<file path="src/rtl/ascending_priority_queue_unit_macros.svh">
// Assertion macros shared by the queue RTL.
// Each macro expects clk and arst_n in scope.
`ifndef ASCENDING_PRIORITY_QUEUE_UNIT_MACROS_SVH
`define ASCENDING_PRIORITY_QUEUE_UNIT_MACROS_SVH

// Same-cycle implication.
`define APQ_ASSERT_IMP(lbl, cond, prop) \
	lbl: assert property (@(posedge clk) disable iff (!arst_n) (cond) |-> (prop)) \
		else $error("queue assertion failed");

// Next-cycle implication.
`define APQ_ASSERT_NXT(lbl, cond, prop) \
	lbl: assert property (@(posedge clk) disable iff (!arst_n) (cond) |=> (prop)) \
		else $error("queue assertion failed");

`endif

</file>
<file path="src/rtl/apq_pkg.sv">
`timescale 1ns / 1ps

package apq_pkg;

	localparam int DEPTH = 8;

	localparam logic OP_INSERT = 1'b0;
	localparam logic OP_REMOVE = 1'b1;

	localparam logic [1:0] ST_DONE     = 2'd0;
	localparam logic [1:0] ST_OVERFLOW = 2'd1;
	localparam logic [1:0] ST_EMPTY    = 2'd2;

	// command broadcast to every cell
	typedef struct packed {
		logic               insert;
		logic               remove;
		logic signed [31:0] value;
	} apq_cmd_t;

	// what a cell shows its neighbors
	typedef struct packed {
		logic               valid;
		logic               keep;
		logic signed [31:0] data;
	} apq_link_t;

endpackage

</file>
<file path="src/rtl/apq_cell.sv">
`timescale 1ns / 1ps

module apq_cell
	import apq_pkg::*;
(
	input  logic      clk,
	input  logic      arst_n,
	input  apq_cmd_t  cmd,
	input  apq_link_t left_link,
	input  apq_link_t right_link,
	output apq_link_t own_link
);

	logic               valid_q;
	logic signed [31:0] data_q;

	// hold when our entry is no larger than the new value (stable on ties)
	assign own_link.valid = valid_q;
	assign own_link.data  = data_q;
	assign own_link.keep  = valid_q && (data_q <= cmd.value);

	always_ff @(posedge clk or negedge arst_n) begin
		if (!arst_n) begin
			valid_q <= 1'b0;
		end else if (cmd.remove) begin
			valid_q <= right_link.valid;
		end else if (cmd.insert && !own_link.keep) begin
			valid_q <= left_link.keep ? 1'b1 : left_link.valid;
		end
	end

	always_ff @(posedge clk) begin
		if (cmd.remove) begin
			data_q <= right_link.data;
		end else if (cmd.insert && !own_link.keep) begin
			data_q <= left_link.keep ? cmd.value : left_link.data;
		end
	end

endmodule

</file>
<file path="src/rtl/ascending_priority_queue_unit.sv">
`timescale 1ns / 1ps
// Channel  Dir  tdata                     tuser
// s_axis   in   value[31:0]               operation[0]
// m_axis   out  removed_value[31:0]       status[1:0]
//
// One word in, one word out. A word is taken in the cycle it arrives and its
// result sits in the output register from the next cycle; sustained rate is
// one word per cycle while m_axis_tready holds, as the cell chain updates on each accepted word.
// Reset (arst_n low) empties the chain and the output register.
// A stalled result holds the input side only until it is taken: the input is
// ready whenever the output register is empty or being drained.

module ascending_priority_queue_unit
	import apq_pkg::*;
(
	input  logic        clk,
	input  logic        arst_n,
	input  logic        s_axis_tvalid,
	output logic        s_axis_tready,
	input  logic [31:0] s_axis_tdata,  // [31:0] value
	input  logic [0:0]  s_axis_tuser,  // [0] operation
	output logic        m_axis_tvalid,
	input  logic        m_axis_tready,
	output logic [31:0] m_axis_tdata,  // [31:0] removed_value
	output logic [1:0]  m_axis_tuser   // [1:0] status
);

`include "ascending_priority_queue_unit_macros.svh"

	logic               out_valid_q;
	logic signed [31:0] out_data_q;
	logic [1:0]         out_status_q;

	logic       accept;
	logic       full;
	logic       empty;
	apq_cmd_t   cmd;
	apq_link_t  links [DEPTH];
	logic [DEPTH-1:0] valid_vec;

	// take a word whenever the output register is free or draining
	assign s_axis_tready = !out_valid_q || m_axis_tready;
	assign accept        = s_axis_tvalid && s_axis_tready;

	// the chain is kept sorted ascending, so the head holds the minimum and
	// the last cell tells whether the queue is full
	assign empty = !links[0].valid;
	assign full  = links[DEPTH-1].valid;

	assign cmd.insert = accept && (s_axis_tuser[0] == OP_INSERT) && !full;
	assign cmd.remove = accept && (s_axis_tuser[0] == OP_REMOVE) && !empty;
	assign cmd.value  = $signed(s_axis_tdata);

	genvar gi;
	generate
		for (gi = 0; gi < DEPTH; gi++) begin : g_cell
			apq_link_t left_l;
			apq_link_t right_l;

			// head cell sees a neighbor that always keeps: a new minimum lands here
			if (gi == 0) begin : g_head
				assign left_l = '{valid: 1'b1, keep: 1'b1, data: '0};
			end else begin : g_mid
				assign left_l = links[gi-1];
			end

			// tail cell pulls in an empty slot on remove
			if (gi == DEPTH - 1) begin : g_tail
				assign right_l = '{valid: 1'b0, keep: 1'b0, data: '0};
			end else begin : g_body
				assign right_l = links[gi+1];
			end

			apq_cell u_cell (
				.clk        (clk),
				.arst_n     (arst_n),
				.cmd        (cmd),
				.left_link  (left_l),
				.right_link (right_l),
				.own_link   (links[gi])
			);

			assign valid_vec[gi] = links[gi].valid;
		end
	endgenerate

	// result register: advance on accept, drop valid once taken
	always_ff @(posedge clk or negedge arst_n) begin
		if (!arst_n) begin
			out_valid_q <= 1'b0;
		end else if (accept) begin
			out_valid_q <= 1'b1;
		end else if (m_axis_tready) begin
			out_valid_q <= 1'b0;
		end
	end

	always_ff @(posedge clk) begin
		if (accept) begin
			out_data_q <= cmd.remove ? links[0].data : 32'sd0;
			if (s_axis_tuser[0] == OP_INSERT) begin
				out_status_q <= full ? ST_OVERFLOW : ST_DONE;
			end else begin
				out_status_q <= empty ? ST_EMPTY : ST_DONE;
			end
		end
	end

	assign m_axis_tvalid = out_valid_q;
	assign m_axis_tdata  = out_data_q;
	assign m_axis_tuser  = out_status_q;

	// chain stays packed at the head and sorted ascending
	generate
		for (gi = 1; gi < DEPTH; gi++) begin : g_chk
			`APQ_ASSERT_IMP(a_sorted, links[gi].valid, links[gi-1].valid && (links[gi-1].data <= links[gi].data))
		end
	endgenerate

	// remove from empty returns zero with empty status
	`APQ_ASSERT_NXT(a_empty_rm, accept && (s_axis_tuser[0] == OP_REMOVE) && empty, (out_status_q == ST_EMPTY) && (out_data_q == 32'sd0))

	// a dropped insert leaves the occupancy untouched
	`APQ_ASSERT_NXT(a_ovf_hold, accept && (s_axis_tuser[0] == OP_INSERT) && full, $stable(valid_vec) && (out_status_q == ST_OVERFLOW))

endmodule
</file>
<file path="config.mk">
export PLATFORM = sky130hd
export DESIGN_NAME = ascending_priority_queue_unit
export DESIGN_NICKNAME = d
export VERILOG_FILES = /design/src/rtl/apq_pkg.sv /design/src/rtl/apq_cell.sv /design/src/rtl/ascending_priority_queue_unit.sv
export VERILOG_INCLUDE_DIRS = /design/src /design/src/rtl
export SDC_FILE = /design/constraint.sdc
export NUM_CORES = 1
export LEC_CHECK = 0
export BUFFER_PORTS_ARGS = -buffer_cell sky130_fd_sc_hd__buf_4
export CAP_MARGIN = 20
export CORE_MARGIN = 4
export CORE_UTILIZATION = 63
export CTS_BUF_LIST = sky130_fd_sc_hd__clkbuf_4 sky130_fd_sc_hd__clkbuf_8 sky130_fd_sc_hd__clkbuf_16
export CTS_CLUSTER_DIAMETER = 200
export DETAILED_ROUTE_END_ITERATION = 12
export GPL_TIMING_DRIVEN = 0
export PLACE_DENSITY = 0.84
export SETUP_SLACK_MARGIN = 0.2
export SLEW_MARGIN = 20
export SYNTH_ARGS = -nofsm -noshare
export SYNTH_HDL_FRONTEND = slang
export SYNTH_SLANG_ARGS = --single-unit
</file>
<file path="constraint.sdc">
create_clock -name clk -period 5.48 [get_ports clk]
set_input_delay 0.274 -clock clk [delete_from_list [all_inputs] [get_ports clk]]
set_output_delay 0.274 -clock clk [all_outputs]
set_load 0.02 [all_outputs]
</file>
==> summary.txt, run 1 <==
Global route
  • Total track usage: 41.6%
  • Vias in the first global route: 16737
  • Largest net degree at the start of global routing: 37
  • Global-route wire length before repair: 104000 µm
  • Initial antenna violation count: 0
  • Gr ovfl total: 0

Worst setup path
  • Family with the most delay on the worst path: simple AND/OR/NAND/NOR gates
  • CP max FO: 20
  • CP arrival: 5.59 ns
  • Worst r2r path cells: 11
  • Crit Path Category: flop to flop
  • Slowest stage cell, crit path: nor4_1
  • Crit path depth: 11
  • CP dominant cell by count: clkbuf_1
  • Crit start category: flop
  • CP endpoint kind: flop
  • Worst path bufs/invs: 3
  • Max incr delay on CP: 1.07 ns
  • CP required: about 5.7 ns
  • Critical-path cell list: ha_1 -> nand4_1 -> nor4_1 -> o311a_1 -> o21ai_1 -> o211ai_1 -> clkbuf_1 -> clkbuf_1 -> nand2_1 -> nand2_2 -> buf_12

Placed design
  • Placed Cells: 2351
  • Port bufs: 72
  • HPWL Detailed: 51000 µm
  • RePlAce Congestion: ~1.0

Clocking
  • Worst skew pair latency: 0.52 ns
  • Num CTS Buffers: 35
  • Htree depth: 2
  • Post-CTS sizing: 0
  • Worst-case clock buffer depth: 3
  • Root Driver: clkbuf_16
  • Reg clk slew, reported paths: 0.06 ns
  • Post-CTS Setup Inserts: 0
  • # clock sinks: 299
  • CTS tree: yes
  • CTS Hold Bufs: 2

Floorplanning
  • # IOs: 73
  • Row count: 63
  • Core footprint: 0.0296 mm²
  • Height of the die: between 150 and 200 µm
  • Die ar.: approximately 0.033 mm²
  • Chip width: 181 µm
  • Starting Density: 63.7%

Synth
  • Syn avg cell area: between 10 and 15 µm²
  • YS warnings: 0
  • Top area cells in the synthesized netlist: edfxtp_1 41%, ha_1 15%, nand2_1 6.1%
  • Asr flop ratio synth: 3.01%
  • Dominant cell type by area after synthesis: edfxtp_1
  • Post-synthesis adder-cell area fraction: 14.8%
  • Syn_nets: 2143
  • Multiplexer share of the synthesized area: 5.09%
  • Top_reg_cell synth: edfxtp_1
  • Simple-Gate Fraction of Synth Area: roughly 15%
  • Seq/Total Area, Yosys: ~46%
  • Post-synthesis cell type count: 64
  • Largest family of logic cells by synthesized area: compound AO/OA/AOI/OAI gates
  • Number of synthesized flops with an enable pin: 258
  • Yosys top cell area share: around two fifths
  • Cells after Synth: 1882
  • FF+latch count, synth: 299
  • Synthesized cell area: 0.0189 mm²
  • Top cells by count, synth: 308 x nand2_1, 258 x edfxtp_1, 224 x ha_1, 165 x a21oi_1, 147 x nand3_1
  • Synth Area in Compound Gates: 15.5%
  • Most common cell in the synthesized netlist: nand2_1
  • Xor/xnor share of the synthesized area: 0%

Min path
  • Worst hold-check path type: primary input to flop
  • WHS Path Cells: 3

Pwr
  • Seq pwr share: 37.9%
  • Worst VDD drop: around 0.00032 V
  • Sw Share: 39.2%
  • Leak: 8.54 nW
  • Power Density: 467 mW/mm²
  • Clk pwr share: 24.1%
  • Pint: 6.05 mW
  • Net switching power: roughly 3.9 mW
  • Combinational power share: about two fifths

STA
  • Fin. max-slew vios: 0
  • Fmax achieved: 0.186 GHz
  • Worst-margin pin slew: approximately 1.2 ns
  • Final min period: approximately 5.4 ns
  • Hold Worst Slack: 0.0773 ns
  • Setup Skew: 0.0111 ns
  • Period utilisation layout: 98.0%
  • Final setup violation count: 0
  • Slew HR: roughly 22%
  • Final Hold Fails: 0
  • Unrepaired setup endpoints after global routing: no

Routing
  • Avg WL per Cell: approximately 29 µm
  • Routed vias: 17033
  • DRT Pass-1 Iters: 6
  • Initial drt markers: 2515
  • Via density: about 7
  • DRC viols: 0
  • Drt total wl: 70000 µm
  • Final ANT Viol Nets: 0

Cells and area
  • Share of layout cells above drive strength 1: 8.35%
  • Antenna diode count: 0
  • Fill count: 2296
  • Count of non-filler cells in the finished layout: between 2000 and 2500
  • Final net count: 2261
  • Synthesis-to-layout area growth: 12.7%

Outcome
  • Outcome: finished, final reports clean

Flow run
  • Max-cap violations: 0
-- worst min-delay path, stage by stage --
cell and delay (ns):
buf_4 0.07, nand2b_1 0.13, nand2b_1 0.07
-- through the flow --
step	utilization (%)	setup slack, ns	cell area, µm²	total power [mW]	TNS (ns)
2_1_floorplan	-	1.41	18900	6.00	0
3_3_place_gp	67.2	-0.927	19900	7.22	-83.16
3_5_place_dp	67.9	0.258	20100	7.40	0
4_1_cts	71.8	0.391	21300	9.77	0
5_1_grt	71.8	0.224	21300	10.3	0
6_report	71.8	0.109	21300	9.95	0
-- layer usage --
layer	routed length, µm	GRT usage (%)
met1	25800	55.1
met2	29900	62.0
met3	9820	12.5
met4	4360	21.4
met5	0	0
-- cell families (layout without fill, tap and decap cells) --
| kind of cell | Yosys count | after routing |
|---|---|---|
| flops | 299 | 299 |
| compound gates | 471 | 471 |
| buf+inv | 160 | 302 |
| fa+ha+maj | 224 | 224 |
| simple gates | 632 | 632 |
| mux | 96 | 96 |
-- power groups by stage --
stage                     clock [mW]  combinational, mW  sequential (mW)
after detailed placement           0               3.64             3.77
after global placement             0               3.44             3.78
after floorplan                    0               2.39             3.61
after CTS                       2.37               3.67             3.73
final                           2.40               3.79             3.77
after global routing            2.48               4.04             3.80
-- placed cells by master (no fill, tap or decap), types with 6 or more instances in the layout --
cell         n
and2_1      32
a211oi_1     6
nor2_1      52
nand2_2      6
o21ai_0     52
a31oi_1      6
nand2_1    303
a21o_1      15
clkbuf_1    88
buf_4       72
clkbuf_16   37
inv_1       53
o211ai_1   136
o21ai_1     46
mux2i_1     96
nor2b_1      9
buf_2        7
clkbuf_4     6
edfxtp_1   258
ha_1       224
a21oi_1    165
dfxtp_1     32
clkbuf_8     8
buf_1        7
dfrtp_1      9
nand3_1    147
nor4_1       6
nand4_1     44
nor3_1       9
buf_12       7
-- cell type report --
| type | instances | area [µm²] | share of cell area, % |
|---|---|---|---|
| Tap cell | 390 | 488 | 2.29 |
| Inverter | 54 | 203 | 0.952 |
| Clock inverter | 10 | 78.8 | 0.370 |
| Buffer | 106 | 463 | 2.17 |
| Multi-Input combinational cell | 1423 | 9640 | 45.3 |
| Timing Repair Buffer | 81 | 723 | 3.40 |
| Sequential cell | 299 | 8610 | 40.5 |
| Clock buffer | 51 | 1080 | 5.08 |
-- path summary, 6_finish.rpt --
kind	start	to	slack, ns
worst max register to register	g_cell[2].u_cell.data_q[31]	g_cell[2].u_cell.data_q[14]	0.11
min in group asynchronous	arst_n	g_cell[5].u_cell.valid_q	0.19
worst max-delay path	g_cell[2].u_cell.data_q[31]	g_cell[2].u_cell.data_q[14]	0.11
worst min-delay path	m_axis_tready	m_axis_tvalid	0.08
worst min register to register	g_cell[7].u_cell.data_q[9]	g_cell[7].u_cell.data_q[9]	0.55
max in group asynchronous	arst_n	m_axis_tvalid	5.11
-- state kept, by name (all words and copies together) (netlist names) --
register and count:
g_cell.u_cell.data_q 256, g_cell.u_cell.valid_q 8, m_axis_tdata 32, m_axis_tuser 2, m_axis_tvalid 1
Power figures use the tool's default switching activity.
==> run 2: changes to the inputs <==
--- a/config.mk
+++ b/config.mk
@@ -12,6 +12,7 @@
 export CORE_UTILIZATION = 63
 export CTS_BUF_LIST = sky130_fd_sc_hd__clkbuf_4 sky130_fd_sc_hd__clkbuf_8 sky130_fd_sc_hd__clkbuf_16
 export CTS_CLUSTER_DIAMETER = 200
+export CTS_CLUSTER_SIZE = 40
 export DETAILED_ROUTE_END_ITERATION = 12
 export GPL_TIMING_DRIVEN = 0
 export PLACE_DENSITY = 0.84
==> constraint.sdc (replaced) <==
create_clock -name clk -period 5.48 [get_ports clk]
set_input_delay 0.274 -clock clk [delete_from_list [all_inputs] [get_ports clk]]
set_output_delay 0.274 -clock clk [all_outputs]
set_load 0.1 [all_outputs]
==> run 2 against run 1 <==
Net effect:
- first-iteration DRC count shrank 8.2%
- utilization shrank 2.7 points
- total power shrank 12%
- via count shrank 2.4%
- final area shrank 3.8%
- wire length shrank 1.9%
- cell count shrank 1.8%
- critical path type unchanged
- largest cell class unchanged
- highest routed layer unchanged
==> summary.txt, run 2 (synthesis results as in run 1) <==
STA
  • Fin. max-slew vios: 0
  • Fmax achieved: 0.195 GHz
  • Final setup violation count: 0
  • Period utilisation layout: 93.7%
  • Hold Worst Slack: 0.0533 ns
  • Slew HR: around a quarter
  • Setup Skew: slightly below 0.05 ns
  • Fin Setup TNS: 0 ns
  • Final Hold Fails: 0
  • Unrepaired setup endpoints after global routing: no
  • Worst-margin pin slew: ~1.1 ns
  • Final min period: a little over 5 ns

Global route
  • Largest net degree at the start of global routing: 42
  • Total track usage: 40.6%
  • Global-route wire length before repair: between 100000 and 150000 µm
  • Gr ovfl total: 0
  • Vias in the first global route: 16218
  • Initial antenna violation count: 0

Worst setup path
  • Family with the most delay on the worst path: simple AND/OR/NAND/NOR gates
  • Crit path depth: 10
  • CP required: 5.70 ns
  • Worst path bufs/invs: 3
  • Crit Path Category: flop to flop
  • CP arrival: 5.36 ns
  • Critical-path cell list: ha_1 -> nand4_1 -> nor4_1 -> a211o_1 -> and3_1 -> clkbuf_1 -> clkbuf_1 -> nand2_1 -> nand2_2 -> buf_12
  • CP dominant cell by count: clkbuf_1
  • CP max FO: 23
  • Crit start category: flop
  • Max incr delay on CP: approximately 0.99 ns
  • Worst r2r path cells: 10
  • CP endpoint kind: flop
  • Slowest stage cell, crit path: nor4_1

Placed design
  • HPWL Detailed: 51000 µm
  • Port bufs: 72
  • RePlAce Congestion: 1.02
  • Placed Cells: approximately 2400

Outcome
  • Outcome: finished, final reports clean

Clocking
  • Reg clk slew, reported paths: 0.16 ns
  • Htree depth: 1
  • Worst skew pair latency: 0.55 ns
  • Num CTS Buffers: 11
  • Post-CTS Setup Inserts: 0
  • Root Driver: clkbuf_16
  • CTS tree: yes
  • Worst-case clock buffer depth: 3
  • # clock sinks: 299

Pwr
  • Worst VDD drop: 0.000360 V
  • Power Density: approximately 430 mW/mm²
  • Leak: 8.13 nW
  • Power Total: 8.80 mW

Cells and area
  • Share of layout cells above drive strength 1: approximately 6.6%
  • Commonest non-fill, non-tap cell in the layout: nand2_1
  • Synthesis-to-layout area growth: 8.45%
  • Antenna diode count: 0
  • Most frequent cells in the layout: 303 x nand2_1, 258 x edfxtp_1, 224 x ha_1, 165 x a21oi_1, 147 x nand3_1
  • Max reg flops: approximately 260
  • Most flop-heavy register: g_cell.u_cell.data_q
  • Core Util, Final: ~69%
  • Final net count: 2237
  • Count of non-filler cells in the finished layout: 2370

Routing
  • Via density: 7.02
  • DRT Pass-1 Iters: 6
  • Routed vias: 16627
  • DRC viols: 0
  • Avg WL per Cell: 29.0 µm
  • Drt total wl: 68600 µm
  • Initial drt markers: 2310
  • Final ANT Viol Nets: 0

Floorplanning
  • Die ar.: 0.0328 mm²
  • Core footprint: 0.0296 mm²
  • Chip width: 181 µm
  • Starting Density: 63.7%
  • Height of the die: 181 µm
  • Row count: 63
  • # IOs: 73

Min path
  • WHS Path Cells: 3
  • Worst hold-check path type: primary input to flop

Flow run
  • Max-cap violations: 0
[run 2: changes by cell type in the layout (fill, tap and decap cells not counted), sizes merged]
cell      delta
clkinvlp     -2
clkinv       -6
clkbuf      -35
bufinv       -1
[run 2: power breakdown]
group | total, mW | switching, mW | internal, mW
Clock | 1.17 | 0.753 | 0.418
Combinational | 3.88 | 2.55 | 1.34
Sequential | 3.75 | 0.469 | 3.28
Total | 8.80 | 3.77 | 5.04
[run 2: path summary, 6_finish.rpt]
| kind | start | end | slack (ns) |
|---|---|---|---|
| min in group asynchronous | arst_n | g_cell[6].u_cell.valid_q | 0.15 |
| min | m_axis_tready | m_axis_tvalid | 0.05 |
| max in group asynchronous | arst_n | m_axis_tvalid | 5.15 |
| min reg2reg | g_cell[7].u_cell.data_q[13] | g_cell[7].u_cell.data_q[13] | 0.57 |
| max | g_cell[1].u_cell.data_q[31] | g_cell[1].u_cell.data_q[16] | 0.35 |
| max reg2reg | g_cell[1].u_cell.data_q[31] | g_cell[1].u_cell.data_q[16] | 0.35 |
[run 2: worst reg2reg max path: stages (launching register included)]
cell      delay, ns
edfxtp_1       0.46
ha_1           0.47
nand4_1        0.41
nor4_1         0.99
a211o_1        0.23
and3_1         0.21
clkbuf_1       0.53
clkbuf_1       0.67
nand2_1        0.16
nand2_2        0.37
buf_12         0.27
[run 2: cell type report]
class | instances | area, µm²
Multi-Input combinational cell | 1423 | 9650
Clock buffer | 16 | 313
Inverter | 54 | 203
Sequential cell | 299 | 8610
Tap cell | 390 | 488
Timing Repair Buffer | 81 | 723
Buffer | 106 | 463
Fill cell | 2422 | 9160
Clock inverter | 1 | 30.0
[run 2: timing repair]
action | CTS | global route
hold buffers | 2 | 0
endpoints found under the setup margin | 0 | 14
gates resized for setup | 0 | 1
endpoints found under the hold margin | 10 | 0
[run 2: stage by stage]
stage | worst slack, ns | area [µm²]
2_1_floorplan | 0.953 | 18900
3_3_place_gp | -0.927 | 19900
3_5_place_dp | 0.258 | 20100
4_1_cts | 0.383 | 20500
5_1_grt | 0.422 | 20500
6_report | 0.345 | 20500
[run 2: metal layers]
metal / track usage, % / vias to the layer above / share of wire (%)
met5: 0 / - / 0
met4: 19.6 / 0 / 6.0
met3: 10.7 / 236 / 14
met2: 61.0 / 1307 / 43
met1: 55.2 / 7841 / 37
li1: - / 7243 / -
